===== src/rtl/bitp_pkg.sv =====
// shared types, codes and helper functions of the boolean infix to postfix converter
`default_nettype none
package bitp_pkg;

  // characters of the expression language
  localparam logic [7:0] CH_SPACE = 8'h20;
  localparam logic [7:0] CH_OPEN  = 8'h28;
  localparam logic [7:0] CH_CLOSE = 8'h29;
  localparam logic [7:0] CH_OR    = 8'h2B;
  localparam logic [7:0] CH_AND   = 8'h2E;
  localparam logic [7:0] CH_NOT   = 8'h7E;

  // operand ranges, bounds exclusive
  localparam logic [7:0] DIGIT_LO = 8'd47;
  localparam logic [7:0] DIGIT_HI = 8'd50;
  localparam logic [7:0] LOWER_LO = 8'd96;
  localparam logic [7:0] LOWER_HI = 8'd123;
  localparam logic [7:0] UPPER_LO = 8'd64;
  localparam logic [7:0] UPPER_HI = 8'd91;

  localparam logic [7:0] MAX_LEN_RESET = 8'd50;
  localparam logic [7:0] COUNT_SAT     = 8'hFF;

  // stack entry codes
  localparam logic [1:0] OP_OPEN = 2'd0;
  localparam logic [1:0] OP_OR   = 2'd1;
  localparam logic [1:0] OP_AND  = 2'd2;
  localparam logic [1:0] OP_NOT  = 2'd3;

  // class of the previous token
  localparam logic [2:0] PC_NONE    = 3'd0;
  localparam logic [2:0] PC_OPERAND = 3'd1;
  localparam logic [2:0] PC_CLOSE   = 3'd2;
  localparam logic [2:0] PC_OPEN    = 3'd3;
  localparam logic [2:0] PC_NOT     = 3'd4;
  localparam logic [2:0] PC_BINARY  = 3'd5;

  // kind of the current character
  localparam logic [2:0] K_SPACE = 3'd0;
  localparam logic [2:0] K_OPEN  = 3'd1;
  localparam logic [2:0] K_CLOSE = 3'd2;
  localparam logic [2:0] K_NOT   = 3'd3;
  localparam logic [2:0] K_OR    = 3'd4;
  localparam logic [2:0] K_AND   = 3'd5;
  localparam logic [2:0] K_OPND  = 3'd6;
  localparam logic [2:0] K_BAD   = 3'd7;

  // status carried by the end word
  localparam logic [2:0] ST_OK          = 3'd0;
  localparam logic [2:0] ST_BAD_CHAR    = 3'd1;
  localparam logic [2:0] ST_BAD_ORDER   = 3'd2;
  localparam logic [2:0] ST_STRAY_CLOSE = 3'd3;
  localparam logic [2:0] ST_BAD_END     = 3'd4;
  localparam logic [2:0] ST_TOO_LONG    = 3'd5;
  localparam logic [2:0] ST_OVERFLOW    = 3'd6;

  // commands from the controller to the datapath
  typedef struct packed {
    logic       take;
    logic       set_err;
    logic [2:0] err_val;
    logic       push;
    logic [1:0] push_code;
    logic       pop;
    logic       open_inc;
    logic       open_dec;
    logic       set_prev;
    logic [2:0] prev_val;
    logic       emit_char;
    logic       emit_op;
    logic       emit_end;
    logic       clear;
  } cmd_t;

  // status from the datapath to the controller
  typedef struct packed {
    logic       in_valid;
    logic       err_nz;
    logic       too_long;
    logic [2:0] kind;
    logic       value_end;
    logic       open_zero;
    logic       sp_zero;
    logic       sp_full;
    logic       top_open;
    logic       prec_ge;
    logic       last;
    logic       slot_free;
  } sts_t;

  function automatic logic [2:0] char_kind(input logic [7:0] c);
    logic [2:0] k;
    if (c == CH_SPACE) k = K_SPACE;
    else if (c == CH_OPEN) k = K_OPEN;
    else if (c == CH_CLOSE) k = K_CLOSE;
    else if (c == CH_NOT) k = K_NOT;
    else if (c == CH_OR) k = K_OR;
    else if (c == CH_AND) k = K_AND;
    else if ((c > DIGIT_LO && c < DIGIT_HI) || (c > LOWER_LO && c < LOWER_HI) ||
             (c > UPPER_LO && c < UPPER_HI)) k = K_OPND;
    else k = K_BAD;
    return k;
  endfunction

  function automatic logic [7:0] op_char(input logic [1:0] code);
    logic [7:0] ch;
    case (code)
      OP_OPEN: ch = CH_OPEN;
      OP_OR:   ch = CH_OR;
      OP_AND:  ch = CH_AND;
      default: ch = CH_NOT;
    endcase
    return ch;
  endfunction

  function automatic logic [2:0] op_prec(input logic [1:0] code);
    logic [2:0] p;
    case (code)
      OP_OPEN: p = 3'd0;
      OP_OR:   p = 3'd1;
      OP_AND:  p = 3'd2;
      default: p = 3'd4;
    endcase
    return p;
  endfunction

endpackage
`default_nettype wire


===== src/rtl/bitp_char_if.sv =====
// input channel carrying one character of the infix expression
`default_nettype none
interface bitp_char_if;
  logic       valid;
  logic       ready;
  logic [7:0] char_code;
  logic       last_char;
  modport source (output valid, output char_code, output last_char, input ready);
  modport sink   (input valid, input char_code, input last_char, output ready);
endinterface
`default_nettype wire


===== src/rtl/bitp_sym_if.sv =====
// output channel carrying postfix symbols and the end word
`default_nettype none
interface bitp_sym_if;
  logic       valid;
  logic       ready;
  logic [7:0] symbol;
  logic       symbol_valid;
  logic       end_of_expr;
  logic [2:0] status;
  modport source (output valid, output symbol, output symbol_valid, output end_of_expr,
                  output status, input ready);
  modport sink   (input valid, input symbol, input symbol_valid, input end_of_expr,
                  input status, output ready);
endinterface
`default_nettype wire


===== src/rtl/bitp_cfg_if.sv =====
// configuration write channel for the maximum length register
`default_nettype none
interface bitp_cfg_if;
  logic       valid;
  logic       ready;
  logic [7:0] data;
  modport source (output valid, output data, input ready);
  modport sink   (input valid, input data, output ready);
endinterface
`default_nettype wire


===== src/rtl/bitp_ram.sv =====
// generic single write port ram with registered read
`default_nettype none
module bitp_ram #(
  parameter int WIDTH = 2,
  parameter int DEPTH = 32
) (
  input  wire logic                     clk,
  input  wire logic                     we,
  input  wire logic [$clog2(DEPTH)-1:0] waddr,
  input  wire logic [WIDTH-1:0]         wdata,
  input  wire logic [$clog2(DEPTH)-1:0] raddr,
  output logic      [WIDTH-1:0]         rdata
);
  logic [WIDTH-1:0] mem [DEPTH];

  // write port and registered read port
  always_ff @(posedge clk) begin
    if (we) begin
      mem[waddr] <= wdata;
    end
    rdata <= mem[raddr];
  end
endmodule
`default_nettype wire


===== src/rtl/bitp_ctrl.sv =====
// controller state machine sequencing decode, stack pops, flush and end word
`default_nettype none
module bitp_ctrl
  import bitp_pkg::*;
(
  input  wire logic clk,
  input  wire logic rst,
  input  wire sts_t sts,
  output cmd_t      cmd
);
  localparam logic [3:0] S_IDLE   = 4'd0;
  localparam logic [3:0] S_DECODE = 4'd1;
  localparam logic [3:0] S_CL_RD  = 4'd2;
  localparam logic [3:0] S_CL_CHK = 4'd3;
  localparam logic [3:0] S_BN_RD  = 4'd4;
  localparam logic [3:0] S_BN_CHK = 4'd5;
  localparam logic [3:0] S_LAST   = 4'd6;
  localparam logic [3:0] S_FL_RD  = 4'd7;
  localparam logic [3:0] S_FL_CHK = 4'd8;
  localparam logic [3:0] S_END    = 4'd9;

  logic [3:0] state;
  logic [3:0] state_next;
  logic [3:0] after_char;
  logic [1:0] bin_code;

  assign after_char = sts.last ? S_LAST : S_IDLE;
  assign bin_code   = (sts.kind == K_OR) ? OP_OR : OP_AND;

  // state register
  always_ff @(posedge clk) begin
    if (rst) begin
      state <= S_IDLE;
    end else begin
      state <= state_next;
    end
  end

  // next state and commands
  always_comb begin
    cmd        = '0;
    state_next = state;
    case (state)
      S_IDLE: begin
        cmd.take = 1'b1;
        if (sts.in_valid) state_next = S_DECODE;
      end
      S_DECODE: begin
        state_next = after_char;
        if (sts.err_nz) begin
          state_next = after_char;
        end else if (sts.too_long) begin
          cmd.set_err = 1'b1;
          cmd.err_val = ST_TOO_LONG;
        end else begin
          case (sts.kind)
            K_SPACE: state_next = after_char;
            K_OPEN, K_NOT: begin
              if (sts.value_end) begin
                cmd.set_err = 1'b1;
                cmd.err_val = ST_BAD_ORDER;
              end else if (sts.sp_full) begin
                cmd.set_err = 1'b1;
                cmd.err_val = ST_OVERFLOW;
              end else begin
                cmd.push     = 1'b1;
                cmd.set_prev = 1'b1;
                if (sts.kind == K_OPEN) begin
                  cmd.push_code = OP_OPEN;
                  cmd.open_inc  = 1'b1;
                  cmd.prev_val  = PC_OPEN;
                end else begin
                  cmd.push_code = OP_NOT;
                  cmd.prev_val  = PC_NOT;
                end
              end
            end
            K_CLOSE: begin
              if (sts.open_zero) begin
                cmd.set_err = 1'b1;
                cmd.err_val = ST_STRAY_CLOSE;
              end else if (!sts.value_end) begin
                cmd.set_err = 1'b1;
                cmd.err_val = ST_BAD_ORDER;
              end else begin
                state_next = S_CL_RD;
              end
            end
            K_OR, K_AND: begin
              if (!sts.value_end) begin
                cmd.set_err = 1'b1;
                cmd.err_val = ST_BAD_ORDER;
              end else begin
                state_next = S_BN_RD;
              end
            end
            K_OPND: begin
              if (sts.value_end) begin
                cmd.set_err = 1'b1;
                cmd.err_val = ST_BAD_ORDER;
              end else if (sts.slot_free) begin
                cmd.emit_char = 1'b1;
                cmd.set_prev  = 1'b1;
                cmd.prev_val  = PC_OPERAND;
              end else begin
                state_next = S_DECODE;
              end
            end
            default: begin
              cmd.set_err = 1'b1;
              cmd.err_val = ST_BAD_CHAR;
            end
          endcase
        end
      end
      // pop down to the matching open parenthesis
      S_CL_RD: begin
        if (sts.sp_zero) begin
          cmd.open_dec = 1'b1;
          cmd.set_prev = 1'b1;
          cmd.prev_val = PC_CLOSE;
          state_next   = after_char;
        end else begin
          state_next = S_CL_CHK;
        end
      end
      S_CL_CHK: begin
        if (sts.top_open) begin
          cmd.pop      = 1'b1;
          cmd.open_dec = 1'b1;
          cmd.set_prev = 1'b1;
          cmd.prev_val = PC_CLOSE;
          state_next   = after_char;
        end else if (sts.slot_free) begin
          cmd.emit_op = 1'b1;
          cmd.pop     = 1'b1;
          state_next  = S_CL_RD;
        end
      end
      // pop operators of equal or higher precedence, then push
      S_BN_RD, S_BN_CHK: begin
        if (state == S_BN_RD && !sts.sp_zero) begin
          state_next = S_BN_CHK;
        end else if (state == S_BN_CHK && sts.prec_ge) begin
          if (sts.slot_free) begin
            cmd.emit_op = 1'b1;
            cmd.pop     = 1'b1;
            state_next  = S_BN_RD;
          end
        end else begin
          state_next = after_char;
          if (sts.sp_full) begin
            cmd.set_err = 1'b1;
            cmd.err_val = ST_OVERFLOW;
          end else begin
            cmd.push      = 1'b1;
            cmd.push_code = bin_code;
            cmd.set_prev  = 1'b1;
            cmd.prev_val  = PC_BINARY;
          end
        end
      end
      // ending checks on the final character
      S_LAST: begin
        if (sts.err_nz) begin
          state_next = S_END;
        end else if (!sts.open_zero || !sts.value_end) begin
          cmd.set_err = 1'b1;
          cmd.err_val = ST_BAD_END;
          state_next  = S_END;
        end else begin
          state_next = S_FL_RD;
        end
      end
      S_FL_RD: begin
        state_next = sts.sp_zero ? S_END : S_FL_CHK;
      end
      S_FL_CHK: begin
        if (sts.slot_free) begin
          cmd.emit_op = 1'b1;
          cmd.pop     = 1'b1;
          state_next  = S_FL_RD;
        end
      end
      S_END: begin
        if (sts.slot_free) begin
          cmd.emit_end = 1'b1;
          cmd.clear    = 1'b1;
          state_next   = S_IDLE;
        end
      end
      default: state_next = S_IDLE;
    endcase
  end
endmodule
`default_nettype wire


===== src/rtl/bitp_dp.sv =====
// datapath: character register, expression state, operator stack and output register
`default_nettype none
module bitp_dp
  import bitp_pkg::*;
#(
  parameter int STACK_DEPTH = 32
) (
  input  wire logic  clk,
  input  wire logic  rst,
  bitp_char_if.sink  char_in,
  bitp_sym_if.source sym_out,
  bitp_cfg_if.sink   cfg,
  input  wire cmd_t  cmd,
  output sts_t       sts
);
  localparam int SP_W = $clog2(STACK_DEPTH + 1);
  localparam int AW   = $clog2(STACK_DEPTH);

  logic [SP_W-1:0] sp;
  logic [7:0]      open_count;
  logic [2:0]      prev_class;
  logic [7:0]      char_count;
  logic [2:0]      err_code;
  logic [7:0]      max_length;
  logic [7:0]      char_reg;
  logic            last_reg;
  logic            out_valid;
  logic [7:0]      out_symbol;
  logic            out_sym_valid;
  logic            out_end;
  logic [2:0]      out_status;
  logic [1:0]      top_code;
  logic [SP_W-1:0] sp_dec;
  logic [2:0]      kind;
  logic [1:0]      bin_code;
  logic            accept;
  logic            emit;

  assign accept   = char_in.valid && cmd.take;
  assign emit     = cmd.emit_char || cmd.emit_op || cmd.emit_end;
  assign sp_dec   = sp - 1'b1;
  assign kind     = char_kind(char_reg);
  assign bin_code = (kind == K_OR) ? OP_OR : OP_AND;

  assign char_in.ready = cmd.take;
  assign cfg.ready     = 1'b1;

  // operator stack, read port always at the top entry
  bitp_ram #(
    .WIDTH (2),
    .DEPTH (STACK_DEPTH)
  ) u_stack (
    .clk   (clk),
    .we    (cmd.push),
    .waddr (sp[AW-1:0]),
    .wdata (cmd.push_code),
    .raddr (sp_dec[AW-1:0]),
    .rdata (top_code)
  );

  // status towards the controller
  always_comb begin
    sts           = '0;
    sts.in_valid  = char_in.valid;
    sts.err_nz    = (err_code != ST_OK);
    sts.too_long  = (char_count > max_length);
    sts.kind      = kind;
    sts.value_end = (prev_class == PC_OPERAND) || (prev_class == PC_CLOSE);
    sts.open_zero = (open_count == 8'd0);
    sts.sp_zero   = (sp == '0);
    sts.sp_full   = (sp == SP_W'(STACK_DEPTH));
    sts.top_open  = (top_code == OP_OPEN);
    sts.prec_ge   = (op_prec(top_code) >= op_prec(bin_code));
    sts.last      = last_reg;
    sts.slot_free = !out_valid || sym_out.ready;
  end

  // maximum length register
  always_ff @(posedge clk) begin
    if (rst) begin
      max_length <= MAX_LEN_RESET;
    end else if (cfg.valid) begin
      max_length <= cfg.data;
    end
  end

  // incoming character
  always_ff @(posedge clk) begin
    if (accept) begin
      char_reg <= char_in.char_code;
      last_reg <= char_in.last_char;
    end
  end

  // expression state
  always_ff @(posedge clk) begin
    if (rst || cmd.clear) begin
      sp         <= '0;
      open_count <= '0;
      prev_class <= PC_NONE;
      char_count <= '0;
      err_code   <= ST_OK;
    end else begin
      if (accept && err_code == ST_OK && char_count != COUNT_SAT) begin
        char_count <= char_count + 8'd1;
      end
      if (cmd.set_err) begin
        err_code <= cmd.err_val;
      end
      if (cmd.push) begin
        sp <= sp + 1'b1;
      end else if (cmd.pop) begin
        sp <= sp_dec;
      end
      if (cmd.open_inc) begin
        open_count <= open_count + 8'd1;
      end else if (cmd.open_dec) begin
        open_count <= open_count - 8'd1;
      end
      if (cmd.set_prev) begin
        prev_class <= cmd.prev_val;
      end
    end
  end

  // output register
  always_ff @(posedge clk) begin
    if (rst) begin
      out_valid <= 1'b0;
    end else if (emit) begin
      out_valid <= 1'b1;
    end else if (sym_out.ready) begin
      out_valid <= 1'b0;
    end
  end

  always_ff @(posedge clk) begin
    if (emit) begin
      out_sym_valid <= !cmd.emit_end;
      out_end       <= cmd.emit_end;
      out_status    <= cmd.emit_end ? err_code : ST_OK;
      if (cmd.emit_char) begin
        out_symbol <= char_reg;
      end else if (cmd.emit_op) begin
        out_symbol <= op_char(top_code);
      end else begin
        out_symbol <= 8'd0;
      end
    end
  end

  assign sym_out.valid        = out_valid;
  assign sym_out.symbol       = out_symbol;
  assign sym_out.symbol_valid = out_sym_valid;
  assign sym_out.end_of_expr  = out_end;
  assign sym_out.status       = out_status;
endmodule
`default_nettype wire


===== src/rtl/boolean_infix_to_postfix.sv =====
// top level of the boolean infix to postfix converter
//
// char_in takes one character per word with last_char marking the end of the
// expression. sym_out gives the postfix symbols in order, then one end word
// with symbol_valid low, end_of_expr high and the status code. cfg writes the
// maximum length register (reset value 50); write it only while the block is
// idle.
// One character is taken at a time. Each one passes the idle state, where it
// is taken, and the decode state; a space, open parenthesis, ~, bad character
// or any character after an error needs no more, and an operand waits there
// for a free output register before it is emitted. Each operator popped from
// the stack takes a stack ram read, then a compare and emit. A close pops down
// to its open parenthesis and drops it; a binary operator pops operators of
// equal or higher precedence, then is pushed. The last character adds the
// ending check, then for a good expression the flush down to the empty stack
// probe, and the end word. Reset clears the expression state and the output
// valid flag; the stack ram is not cleared and needs no clearing pass. While
// sym_out is stalled the pending word holds and the controller waits before
// its next emission.
`default_nettype none
module boolean_infix_to_postfix
  import bitp_pkg::*;
#(
  parameter int STACK_DEPTH = 32
) (
  input wire logic   clk,
  input wire logic   rst,
  bitp_char_if.sink  char_in,
  bitp_sym_if.source sym_out,
  bitp_cfg_if.sink   cfg
);
  cmd_t cmd;
  sts_t sts;

  // controller
  bitp_ctrl u_ctrl (
    .clk (clk),
    .rst (rst),
    .sts (sts),
    .cmd (cmd)
  );

  // datapath
  bitp_dp #(
    .STACK_DEPTH (STACK_DEPTH)
  ) u_dp (
    .clk     (clk),
    .rst     (rst),
    .char_in (char_in),
    .sym_out (sym_out),
    .cfg     (cfg),
    .cmd     (cmd),
    .sts     (sts)
  );

  // no push onto a full stack
  a_push_not_full: assert property (@(posedge clk) disable iff (rst)
    cmd.push |-> !sts.sp_full)
    else $error("push onto full operator stack");

  // no pop from an empty stack
  a_pop_not_empty: assert property (@(posedge clk) disable iff (rst)
    cmd.pop |-> !sts.sp_zero)
    else $error("pop from empty operator stack");

  // emission only into a free output slot
  a_emit_slot: assert property (@(posedge clk) disable iff (rst)
    (cmd.emit_char || cmd.emit_op || cmd.emit_end) |-> sts.slot_free)
    else $error("emission overwrites pending output word");

  // one character at a time
  a_one_char: assert property (@(posedge clk) disable iff (rst)
    (char_in.valid && char_in.ready) |=> !char_in.ready)
    else $error("character taken while previous one in progress");
endmodule
`default_nettype wire


===== src/flat_wrapper.sv =====
// flat-port wrapper written by rule: the top's interface ports become plain ports
module boolean_infix_to_postfix_flat import bitp_pkg::*;
#(
  parameter int STACK_DEPTH = 32
)
  (clk, rst, char_in_valid, char_in_char_code, char_in_last_char, char_in_ready, sym_out_valid, sym_out_symbol, sym_out_symbol_valid, sym_out_end_of_expr, sym_out_status, sym_out_ready, cfg_valid, cfg_data, cfg_ready);
  bitp_char_if char_in_i ();
  bitp_sym_if sym_out_i ();
  bitp_cfg_if cfg_i ();
  input wire logic clk;
  input wire logic rst;
  input wire logic [$bits(char_in_i.valid)-1:0] char_in_valid;
  input wire logic [$bits(char_in_i.char_code)-1:0] char_in_char_code;
  input wire logic [$bits(char_in_i.last_char)-1:0] char_in_last_char;
  output wire logic [$bits(char_in_i.ready)-1:0] char_in_ready;
  output wire logic [$bits(sym_out_i.valid)-1:0] sym_out_valid;
  output wire logic [$bits(sym_out_i.symbol)-1:0] sym_out_symbol;
  output wire logic [$bits(sym_out_i.symbol_valid)-1:0] sym_out_symbol_valid;
  output wire logic [$bits(sym_out_i.end_of_expr)-1:0] sym_out_end_of_expr;
  output wire logic [$bits(sym_out_i.status)-1:0] sym_out_status;
  input wire logic [$bits(sym_out_i.ready)-1:0] sym_out_ready;
  input wire logic [$bits(cfg_i.valid)-1:0] cfg_valid;
  input wire logic [$bits(cfg_i.data)-1:0] cfg_data;
  output wire logic [$bits(cfg_i.ready)-1:0] cfg_ready;
  assign char_in_i.valid = char_in_valid;
  assign char_in_i.char_code = char_in_char_code;
  assign char_in_i.last_char = char_in_last_char;
  assign char_in_ready = char_in_i.ready;
  assign sym_out_valid = sym_out_i.valid;
  assign sym_out_symbol = sym_out_i.symbol;
  assign sym_out_symbol_valid = sym_out_i.symbol_valid;
  assign sym_out_end_of_expr = sym_out_i.end_of_expr;
  assign sym_out_status = sym_out_i.status;
  assign sym_out_i.ready = sym_out_ready;
  assign cfg_i.valid = cfg_valid;
  assign cfg_i.data = cfg_data;
  assign cfg_ready = cfg_i.ready;
  boolean_infix_to_postfix #(.STACK_DEPTH(STACK_DEPTH)) u_core (.clk(clk), .rst(rst), .char_in(char_in_i), .sym_out(sym_out_i), .cfg(cfg_i));
endmodule

===== config.mk =====
export PLATFORM = sky130hd
export DESIGN_NAME = boolean_infix_to_postfix_flat
export DESIGN_NICKNAME = d
export VERILOG_FILES = /design/src/rtl/bitp_pkg.sv /design/src/rtl/bitp_char_if.sv /design/src/rtl/bitp_sym_if.sv /design/src/rtl/bitp_cfg_if.sv /design/src/rtl/bitp_ram.sv /design/src/rtl/bitp_ctrl.sv /design/src/rtl/bitp_dp.sv /design/src/rtl/boolean_infix_to_postfix.sv /design/src/flat_wrapper.sv
export SDC_FILE = /design/constraint.sdc
export NUM_CORES = 1
export LEC_CHECK = 0
export ABC_AREA = 1
export BUFFER_PORTS_ARGS = -buffer_cell sky130_fd_sc_hd__buf_2
export CORE_ASPECT_RATIO = 1.25
export CORE_MARGIN = 5
export CORE_UTILIZATION = 25
export CTS_BUF_LIST = sky130_fd_sc_hd__clkbuf_8 sky130_fd_sc_hd__clkbuf_16
export DETAILED_ROUTE_END_ITERATION = 12
export HOLD_SLACK_MARGIN = 0.02
export MAX_ROUTING_LAYER = met4
export PLACE_DENSITY_LB_ADDON = 0.15
export SLEW_MARGIN = 10
export SYNTH_ARGS = -nofsm -noshare
export SYNTH_HDL_FRONTEND = slang
export SYNTH_SLANG_ARGS = --single-unit

===== constraint.sdc =====
create_clock -name clk -period 4.1 [get_ports clk]
set_input_delay 0.41 -clock clk [delete_from_list [all_inputs] [get_ports clk]]
set_output_delay 0.41 -clock clk [all_outputs]
set_load 0.02 [all_outputs]

* Word-level counts from Yosys, hierarchy flattened *
Memory sizes are Yosys's and may differ from the RTL's. A register that Yosys moved wholly into a read port is not among the register bits.
Cells that the tools add are included.
Widths: inputs -> output; s select.

word-level totals
  register bits after elaboration = 63
  bits in writable memories = 64
  input bits = 22
  output and inout port bits = 16
  memories = 1

memory list
  name                     words  width  read ports  clocked after memory_dff  wr ports  RTL line        text
  u_core.u_dp.u_stack.mem  32     2      1           1                         1         bitp_ram.sv:14  logic [WIDTH-1:0] mem [DEPTH];

cells by class
  add/sub/neg operators = 5
  magnitude comparators = 8
  equality and inequality tests = 34
  multiplexer cells = 97
  reduce and logical (&&, ||, !) cells = 36

operators with widths
  cell                 count
  $mux 4               31
  $eq 8x6->1 const B   5
  $mux 8               5
  $pmux 4 s9           1
  $mux 3               11
  $mux 5               6
  $pmux 4 s3           2
  $mux 1               21
  $pmux 7 s3           1
  $pmux 4 s5           1
  $pmux 3 s3           2
  $add 8x1->8 const B  2
  $eq 4x3->1 const B   4
  $gt 8x7->1 const B   2
  $lt 8x7->1 const B   2
  $pmux 4 s4           1
  $mux 7               2
  $mux 2               6
  $mux 6               2
  $eq 3x2->1 const B   3
  $eq 3x3->1 const B   3
  $eq 4x2->1 const B   2
  $eq 4x4->1 const B   2
  $eq 8x7->1 const B   1
  33 further kinds     62

* Longest topological paths before layout *
Gate-level depths: netlist of the first run.

  word-level depth = 23
  depth in mapped cells = 24
  depth with buffers taken out = 24

* Hierarchy *
A second synthesis of the first run with hierarchy kept.

second synthesis, totals
  cells, all modules = 841
  area, all modules = 6988.0 um2

by module, submodules not included
  module     instances  cells an instance  area an instance (um2)  sequential area each (um2)
  bitp_dp    1          403                3243.1                  1401.3
  bitp_ram   1          269                2906.5                  1961.9
  bitp_ctrl  1          169                838.3                   80.1

* Worst setup path after synthesis of the first run *
OpenSTA, ideal clock, no wires.

  kind = reg2reg
  start point = register u_core.u_dp.sp[0]
  end point = register u_core.u_dp.open_count[7]
  setup time = 119 ps
  arrival time = 3237 ps
  required time = 3981 ps
  path slack = 743 ps
  cell stages (with the launch flop) = 24
  buffers on the path = 2
  cell sequence = dfxtp_1 clkbuf_1 inv_2 buf_1 ha_1 inv_1 nor2_8 nand2_2 nand2_2 nor3_1 nand2_1 ha_1 a21oi_1 nand2_1 a21oi_1 o21bai_1 nand2_1 nand2_1 nand2_1 nand2_1 nand2_1 nand2_1 o21ai_0 a21oi_1

on the way
  word-level cells in the longest chain between the ends = 8

ends and longest elaborated chain
  element                                             RTL line         text
  from (decl)                                         bitp_dp.sv:19    logic [SP_W-1:0] sp;
  from (signal assigned)                              bitp_dp.sv:111   sp <= sp + 1'b1;
  from (signal assigned)                              bitp_dp.sv:113   sp <= sp_dec;
  $eq 6x6->1                                          bitp_dp.sv:71    sts.sp_full = (sp == SP_W'(STACK_DEPTH));
  $mux 1                                              bitp_ctrl.sv:62  end else if (sts.sp_full) begin
  $mux 1                                              bitp_ctrl.sv:59  if (sts.value_end) begin
  $mux 1                                              bitp_ctrl.sv:56  case (sts.kind)
  $mux 1                                              bitp_ctrl.sv:52  end else if (sts.too_long) begin
  $mux 1                                              bitp_ctrl.sv:50  if (sts.err_nz) begin
  $mux 1                                              bitp_ctrl.sv:43  case (state)
  $mux 8 / $reduce_bool 2->1 (equally long branches)  --
  to (signal assigned)                                bitp_dp.sv:116   open_count <= open_count + 8'd1;
  to (signal assigned)                                bitp_dp.sv:118   open_count <= open_count - 8'd1;
  to (decl)                                           bitp_dp.sv:20    logic [7:0] open_count;

Parallel ways exist; a longest one is shown, timed or not.
A chain may end at the register's enable or synchronous reset.

* Final worst setup path of the first run *
  start point = register u_core.u_dp.char_count[3]
  end point = register u_core.u_dp.open_count[7]

on the way
  word-level cells in the longest chain between the ends = 5

ends and longest elaborated chain
  element                                             RTL line         text
  from (decl)                                         bitp_dp.sv:22    logic [7:0] char_count;
  from (signal assigned)                              bitp_dp.sv:105   char_count <= char_count + 8'd1;
  $gt 8x8->1 (*)                                      bitp_dp.sv:66    sts.too_long = (char_count > max_length);
  $mux 1 (*)                                          bitp_ctrl.sv:52
  $mux 1 (*)                                          bitp_ctrl.sv:50
  $mux 1 (*)                                          bitp_ctrl.sv:43
  $mux 8 / $reduce_bool 2->1 (equally long branches)  --

Mark *: on every way between the ends. The rest lies on a longest branch, timed or not.

==> results.yml, run 1 <==
logic_synthesis:
  ys.flop_type: "edfxtp_1"
  ys_top_cells_by_area: "edfxtp_1 (39%), dfxtp_1 (13%), nor2_1 (6.9%), nand2_1 (6.4%), inv_1 (4.3%)"
  synth_top_area_frac: 0.387
  ys_seq_area_frac: 0.516
  yosys.cell_types.count: 51
  synthArstFlopShare: 0
  avgSynthCellArea_sq_um: 8.90
  synth_seq_cells: 129
  synth.largest_area_cell: "edfxtp_1"
  synth_area_sq_um: 6670
  synth_nets: 793
  synthCells: 749
  synth-edff-count: 86
  yosysWarnings: 0
sta:
  maxSlewViolCount: 0
  setup_viol: 0
  timing.fmax_mhz: 297
  worst_hold_slack_ps: 162
  finalHoldViolations: 0
  worst_slew_pin_slew_ps: 940
  post-route-period-util: 0.821
  timing.slew.headroom: 0.373
  period_minus_slack_ps: 3370
  rsz0062_at_grt: "false"
  fin_setup_tns_ps: 0
  finalClockSkew_ps: 15.8
worst_setup_path:
  worst_ep_arrival_time_ps: 3680
  reg2reg_slack_ps: 730
  path_cells: "ha_1 > a21oi_1 > o21ai_0 > nand2_1 > nand3_1 > nand2_2 > nand2_2 > nor3_1 > nand2_1 > ha_1 > a21oi_1 > nand2_1 > a21oi_1 > o21bai_1 > nand2_1 > nand2_1 > nand2_1 > nand2_1 > nand2_1 > nand2_1 > o21ai_0 > a21oi_1"
  cp_max_fo: 7
  startpoint: "u_core.u_dp.char_count[3]"
  crit_path_end_kind: "flop"
  worst_path_largest_cell_delay_ps: 400
  critPathLaunchType: "flop"
  reg2reg_from: "u_core.u_dp.char_count[3]"
  worstSetupEndpoint: "u_core.u_dp.open_count[7]"
  required_ps: 4420
  r2r_cells: 22
  worstSetupPathType: "reg2reg"
  crit_slowest_cell: "ha_1"
  r2r_end: "u_core.u_dp.open_count[7]"
  crit_top_cell: "nand2_1"
status:
  status: "finished clean"
die:
  die_w_um: 156
  boundaryPins: 38
  coreArea_sq_um: 26200
  die_area_sq_um: 30100
  die_y_um: 193
  floorplan.initialDensity: 0.255
  rows: 66
power:
  pwr-share-clk: 0.263
  p_sw_frac: 0.424
  leakage_nw: 2.99
  internal_power_mw: 3.43
  p_switching_mw: 2.52
  sequentialPowerShare: 0.302
  ir_worst_vdd_mv: 0.389
  power.density_nw_per_um2: 757
  combPwrFrac: 0.435
drt:
  viasPerCell: 4.48
  final_antenna_net_count: 0
  met1_length_um: 7230
  dr_wl_met2_um: 8800
  wirelength_um: 16800
  met3WireLength_um: 425
  avgRoutedWirePerCell_um: 14.6
  highest_layer: "met4"
  drt-pass1-iter-count: 4
  drc: 0
  drtIter0Drc: 281
  vias: 5147
clock_network:
  cts_buffer_depth: 2
  cts_buffers: 17
  holdBufCountCts: 0
  clk_pin_slew_ps: 70
  postCtsSetupBuffers: 0
  cts_root_buffer: "clkbuf_16"
  ctsResizeCount: 0
  tritoncts: "yes"
  cts_sinks: 129
  clock_latency_ps: 420
  h-tree-depth: 4
finish:
  antenna_cells: 0
  area_growth_pct: 17.9
  layout-drive-gt1-share: 0.157
  fillers: 2753
  final_common_cell: "nor2_1"
  layout_common_cells: "nor2_1 (121), nand2_1 (113), edfxtp_1 (86)"
  largest_reg_flops: 64
  top_register: "u_core.u_dp.u_stack.mem"
  nets: 839
placement:
  portBuffers: 36
  globalplace.congestion: 0.905
  dp_hpwl_um: 12400
grt:
  grt_antenna_before_repair: 0
  grt_pass1_vias: 5229
  grtUsageTotal: 0.122
  grt_max_degree: 37
  grt_pass1_wl_um: 27700
  overflow: 0
flow_run:
  drv_cap: 0
worst_hold_path:
  hp-class: "in2reg"
worst min-delay path by stage:
stage,from,endpoint,slack (ps),cells after the start
5_1_grt,char_in_char_code[3],u_core.u_dp.char_reg[3],140,1
3_5_place_dp,u_core.u_dp.open_count[7],u_core.u_dp.open_count[7],440,1
6_report,char_in_char_code[0],u_core.u_dp.char_reg[0],160,1
3_3_place_gp,u_core.u_dp.open_count[7],u_core.u_dp.open_count[7],440,1
4_1_cts,char_in_char_code[5],u_core.u_dp.char_reg[5],140,1
2_1_floorplan,u_core.u_dp.open_count[7],u_core.u_dp.open_count[7],420,1
worst max-delay path, delay by kind of cell (launching register included):
| family | cells | cell delay (ps) |
|---|---|---|
| simple gates | 13 | 1350 |
| compound gates | 7 | 840 |
| fa+ha+maj | 2 | 720 |
| flops | 1 | 350 |
synthesized netlist by cell type, types with 5 or more instances:
| cell type | n |
|---|---|
| o32ai_1 | 8 |
| mux2i_1 | 8 |
| nor3_1 | 14 |
| nor2_1 | 122 |
| a21oi_1 | 45 |
| o221ai_1 | 8 |
| xor2_1 | 5 |
| o21ai_0 | 49 |
| inv_2 | 12 |
| nand4_1 | 9 |
| ha_1 | 21 |
| nand2_2 | 10 |
| nand2_1 | 113 |
| o211ai_1 | 10 |
| edfxtp_1 | 86 |
| inv_1 | 76 |
| dfxtp_1 | 43 |
| nand3_1 | 35 |
| o21ai_1 | 6 |
| clkbuf_1 | 9 |
layout make-up:
type | instances | area, sq um | share of cell area
flip-flops and latches | 129 | 3440 | 0.438
well taps | 340 | 425 | 0.0541
clock inverters | 15 | 183 | 0.0232
clock buffers | 17 | 425 | 0.0541
multi-input cells | 511 | 2790 | 0.354
inverters | 90 | 343 | 0.0436
repair buffers | 46 | 255 | 0.0325
cells by family after synthesis:
kind of cell               synth area share
and+or+nand+nor                       0.222
AOI/OAI and AO/OA                     0.128
DFF                                   0.516
buffers and inverters                0.0662
adders and majority gates            0.0424
xor gates and xnor gates             0.0118
muxes                                0.0120
other                               0.00113
stage by stage:
step	area, sq um	setup slack [ps]	std cells	total power [mW]	utilization
4_1_cts	7860	736	1148	6.05	0.300
2_1_floorplan	6670	743	749	3.71	-
3_3_place_gp	7250	804	1116	4.49	0.277
6_report	7860	732	1148	5.95	0.300
3_5_place_dp	7250	749	1116	4.46	0.277
5_1_grt	7860	363	1148	6.42	0.300
power groups by stage:
stage | registers (mW) | clock network [mW] | logic (mW)
after floorplan | 1.80 | 0 | 1.91
after global placement | 1.82 | 0 | 2.67
after detailed placement | 1.83 | 0 | 2.64
after CTS | 1.80 | 1.61 | 2.65
after global routing | 1.83 | 1.66 | 2.93
final | 1.80 | 1.57 | 2.59
routing by layer:
layer	vias up	global-route usage
met5	-	-
met4	0	0.0438
met3	20	0.0224
met2	81	0.214
met1	2395	0.138
li1	2651	-
(Power assumes the default switching activity.)
==> inputs of run 2 (changes only) <==
clock period = 3.04 ns   (was 4.1 ns; I/O delays follow)
==> run 2 against run 1 <==
  * Final area grew 5.9%
  * Critical path depth is the same
  * First-iteration DRC count shrank 22%
  * Critical endpoint unchanged
==> results.yml, run 2 (synthesis gave the netlist of run 1 again) <==
clock_network:
  clock_latency_ps: 420
  cts_root_buffer: "clkbuf_16"
  cts_buffer_depth: 2
  cts_buffers: 17
  holdBufCountCts: 0
  tritoncts: "yes"
  clk_pin_slew_ps: 60
  cts_sinks: 129
  h-tree-depth: 4
die:
  floorplan.initialDensity: 0.255
  die_y_um: 193
  die_area_sq_um: 30100
  coreArea_sq_um: 26200
  die_w_um: 156
  rows: 66
  boundaryPins: 38
sta:
  period_minus_slack_ps: 2830
  finalClockSkew_ps: 9.40
  worst_slew_pin_slew_ps: 775
  finalHoldViolations: 0
  fin_setup_tns_ps: 0
  worst_hold_slack_ps: 59.4
  timing.fmax_mhz: 354
  post-route-period-util: 0.929
  maxSlewViolCount: 0
  setup_viol: 0
  timing.slew.headroom: 0.482
  rsz0062_at_grt: "true"
worst_setup_path:
  crit_top_cell: "nand2_2"
  required_ps: 3340
  startpoint: "u_core.u_dp.max_length[6]"
  crit_path_end_kind: "flop"
  critPathLaunchType: "flop"
  crit_slowest_cell: "dfxtp_1"
  worst_path_largest_cell_delay_ps: 310
  reg2reg_from: "u_core.u_dp.max_length[6]"
  worst_ep_arrival_time_ps: 3130
  path_cells: "inv_1 > ha_4 > nand2_2 > nor2_2 > nand4_1 > nand2_2 > nand2_2 > nor3_4 > nand2_2 > ha_4 > a21oi_2 > nand2_2 > a21oi_2 > o21bai_2 > nand2_1 > nand2_1 > nand2_1 > nand2_1 > nand2_1 > nand2_2 > o21ai_1 > a21oi_1"
  cp_max_fo: 4
  worstSetupPathType: "reg2reg"
power:
  p_sw_frac: 0.423
  combPwrFrac: 0.477
  p_switching_mw: 3.58
  power_mw: 8.45
  ir_worst_vdd_mv: 0.394
  internal_power_mw: 4.87
  sequentialPowerShare: 0.282
  pwr-share-clk: 0.240
  power.density_nw_per_um2: 1010
  leakage_nw: 3.21
placement:
  dp_hpwl_um: 12600
  portBuffers: 36
  globalplace.congestion: 0.860
  place_inst: 1143
grt:
  grtUsageTotal: 0.121
  overflow: 0
  grt_pass1_wl_um: 27400
  grt_pass1_vias: 5364
  grt_antenna_before_repair: 0
  grt_max_degree: 37
status:
  status: "finished clean"
worst_hold_path:
  hp-start: "char_in_char_code[0]"
  hp-class: "in2reg"
drt:
  avgRoutedWirePerCell_um: 14.5
  final_antenna_net_count: 0
  drt-pass1-iter-count: 6
  vias: 5267
  viasPerCell: 4.46
  drtIter0Drc: 220
  wirelength_um: 17100
  drc: 0
finish:
  final_core_util: 0.318
  largest_reg_flops: 64
  register_area_sq_um: 3450
  top_register: "u_core.u_dp.u_stack.mem"
  area_growth_pct: 24.9
  antenna_cells: 0
  fillers: 2760
  layout_common_cells: "nand2_1 (108), nor2_1 (108), edfxtp_1 (86)"
  nets: 873
  fin_cells: 1182
  multi_input_area_sq_um: 2990
  layout-drive-gt1-share: 0.248
flow_run:
  drv_cap: 0
-- run 2: changes by cell type in the layout (fill, tap and decap cells not counted), moves of 6 or more --
cell,change
buf_4,+32
nor2_1,-13
nor2_2,+13
ha_1,-7
ha_4,+7
a21oi_1,-6
a21oi_2,+6
-- run 2: area by class of cell --
cell class,count,area share
Clock inverter,15,0.0192
Inverter,90,0.0412
Sequential cell,129,0.415
Timing Repair Buffer,80,0.0643
Multi-Input combinational cell,511,0.359
Clock buffer,17,0.0511
Tap cell,340,0.0511
-- run 2: routing by layer --
| layer | global-route usage | part of all wire |
|---|---|---|
| met2 | 0.215 | 0.52 |
| met1 | 0.136 | 0.43 |
| met4 | 0.0384 | 0.016 |
| met3 | 0.0240 | 0.030 |
| met5 | - | 0 |
-- run 2: worst paths after layout --
check | to | slack [ps] | cells after the start
min reg2reg | u_core.u_dp.char_count[6] | 470 | 1
max reg2reg | u_core.u_dp.open_count[7] | 210 | 22
min | u_core.u_dp.char_reg[0] | 60 | 1
max | u_core.u_dp.open_count[7] | 210 | 22
-- run 2: per-stage QoR --
stage	cell area, sq um	setup WS [ps]
final	8330	214
after global routing	8330	-57.1
after CTS	8090	45.9
after detailed placement	7500	59.9
after global placement	7500	47.4
after floorplan	6700	27.3
-- run 2: repair_timing --
| item | in CTS | in global routing |
|---|---|---|
| gates resized for setup | 0 | 48 |
| setup endpoints to repair | 0 | 63 |
| buffers inserted | 0 | 7 |
-- run 2: power by group through the flow --
stage / Clock [mW] / Sequential (mW) / Combinational [mW]
floorplan: 0 / 2.42 / 2.61
global placement: 0 / 2.42 / 3.90
detailed placement: 0 / 2.42 / 3.86
CTS: 2.09 / 2.38 / 3.89
global route: 2.16 / 2.42 / 4.51
finish: 2.03 / 2.38 / 4.03
-- run 2: critical path: cells and delay by family, from the launching register on --
family,cells,cell delay [ps]
adder cells (fa/ha/maj),2,550
AO/OA/AOI/OAI,5,530
flip-flops,1,310
AND/OR/NAND/NOR,14,1250
buffers and inverters,1,70
==> inputs of run 3 (changes only) <==
clock period = 3.4 ns   (was 3.04 ns; I/O delays follow)
==> run 3 against run 2 <==
  * Final area down 4.7%
  * Critical path type unchanged
  * Critical endpoint is now u_core.u_dp.open_count[6]
  * Fmax down 8.1%
  * Clock skew up 4.4 ps
  * Final cell count down 2.2%
  * Sequential share of layout area up 1.9 points
  * Global-route usage up 0.054 points
  * Sequential power down 9.7%
  * Non-clock buffer count down 26
  * Count of clock-buffer cells in the layout unchanged
  * Sequential cell count unchanged
==> results.yml, run 3 (synthesis gave the netlist of run 1 again) <==
die:
  die_y_um: 193
  die_w_um: 156
  rows: 66
  die_area_sq_um: 30100
  floorplan.initialDensity: 0.255
  boundaryPins: 38
  coreArea_sq_um: 26200
worst_setup_path:
  required_ps: 3700
  startpoint: "u_core.u_dp.char_count[1]"
  worst_path_largest_cell_delay_ps: 430
  crit_path_end_kind: "flop"
  worstSetupPathType: "reg2reg"
  worst_ep_arrival_time_ps: 3370
  critPathLaunchType: "flop"
  path_cells: "ha_1 > a21oi_1 > o21ai_0 > nand2_1 > nand3_1 > nand2_4 > nand2_2 > nor3_2 > nand2_2 > fa_1 > a21o_1 > a21oi_1 > nor2_1 > o21ai_0 > nand2_1 > xnor2_1 > a21oi_2"
  cp_max_fo: 6
  crit_slowest_cell: "fa_1"
  reg2reg_from: "u_core.u_dp.char_count[1]"
drt:
  wirelength_um: 16600
  viasPerCell: 4.51
  final_antenna_net_count: 0
  avgRoutedWirePerCell_um: 14.4
  drc: 0
  drtIter0Drc: 188
  vias: 5216
  drt-pass1-iter-count: 4
grt:
  grt_antenna_before_repair: 0
  overflow: 0
  grt_pass1_vias: 5232
  grtUsageTotal: 0.121
  grt_pass1_wl_um: 27500
  grt_max_degree: 37
clock_network:
  cts_sinks: 129
  h-tree-depth: 4
  cts_root_buffer: "clkbuf_16"
  clk_pin_slew_ps: 60
  cts_buffer_depth: 2
  tritoncts: "yes"
  holdBufCountCts: 0
  cts_buffers: 17
  clock_latency_ps: 420
  postCtsSetupBuffers: 0
power:
  ir_worst_vdd_mv: 0.464
  power.density_nw_per_um2: 909
  power_mw: 7.21
  leakage_nw: 3.03
sta:
  worst_hold_slack_ps: 90.4
  finalClockSkew_ps: 13.8
  layout_setup_ws_ps: 324
  rsz0062_at_grt: "false"
  timing.fmax_mhz: 325
  post-route-period-util: 0.905
  setup_viol: 0
  timing.slew.headroom: 0.429
  period_minus_slack_ps: 3080
  finalHoldViolations: 0
  fin_setup_tns_ps: 0
  worst_slew_pin_slew_ps: 854
  maxSlewViolCount: 0
status:
  status: "finished clean"
placement:
  globalplace.congestion: 0.879
  dp_slack_ps: 231
  dp_hpwl_um: 12300
  portBuffers: 36
finish:
  largest_reg_flops: 64
  final_common_cell: "nor2_1"
  area_growth_pct: 19.0
  nets: 847
  layout-drive-gt1-share: 0.170
  antenna_cells: 0
  top_register: "u_core.u_dp.u_stack.mem"
  layout_common_cells: "nor2_1 (121), nand2_1 (112), edfxtp_1 (86)"
worst_hold_path:
  hp-class: "in2reg"
  hp-start: "char_in_char_code[2]"
flow_run:
  drv_cap: 0
run 3: per-stage QoR:
| stage | instance area, sq um | std cells | util |
|---|---|---|---|
| final | 7930 | 1156 | 0.303 |
| after global routing | 7930 | 1156 | 0.303 |
| after CTS | 7910 | 1156 | 0.302 |
| after detailed placement | 7330 | 1124 | 0.280 |
| after global placement | 7330 | 1124 | 0.280 |
| after floorplan | 6670 | 749 | - |
run 3: routing by layer:
layer,wire length [um],vias to the layer above,track usage,part of all wire
met5,0,-,-,0
met4,356,0,0.0438,0.021
met2,8590,69,0.211,0.52
met3,389,24,0.0222,0.023
li1,-,2671,-,-
met1,7280,2452,0.139,0.44
run 3: area by class of cell:
type,count,area [sq um]
clock buffer,17,425
clock inverter,15,158
fill,2748,18200
inverter,90,343
multi-input combinational,511,2810
sequential,129,3440
tap,340,425
timing repair buffer,54,328
run 3: where the power goes:
part	internal [mW]	switching, mW	leakage [nW]	total, mW
clock network	1.09	0.730	0.288	1.82
registers	1.96	0.184	1.09	2.15
logic	1.10	2.15	1.66	3.25
run 3: worst max-delay path, delay by kind of cell, from the launching register on:
kind / cells / cell delay (ps)
AND/OR/NAND/NOR: 8 / 840
adder cells (fa/ha/maj): 2 / 740
flip-flops: 1 / 340
XOR/XNOR: 1 / 170
AO/OA/AOI/OAI: 6 / 860
run 3: final timing paths:
path,to,slack [ps],cells after the start
setup / recovery,u_core.u_dp.open_count[6],320,17
hold / removal,u_core.u_dp.char_reg[2],90,1
setup reg to reg,u_core.u_dp.open_count[6],320,17
hold reg to reg,u_core.u_dp.max_length[7],460,2
run 3: repair_timing:
| action | CTS | global route |
|---|---|---|
| endpoints found under the hold margin | 0 | 0 |
| gates resized for setup | 0 | 4 |
| setup endpoints to repair | 0 | 2 |
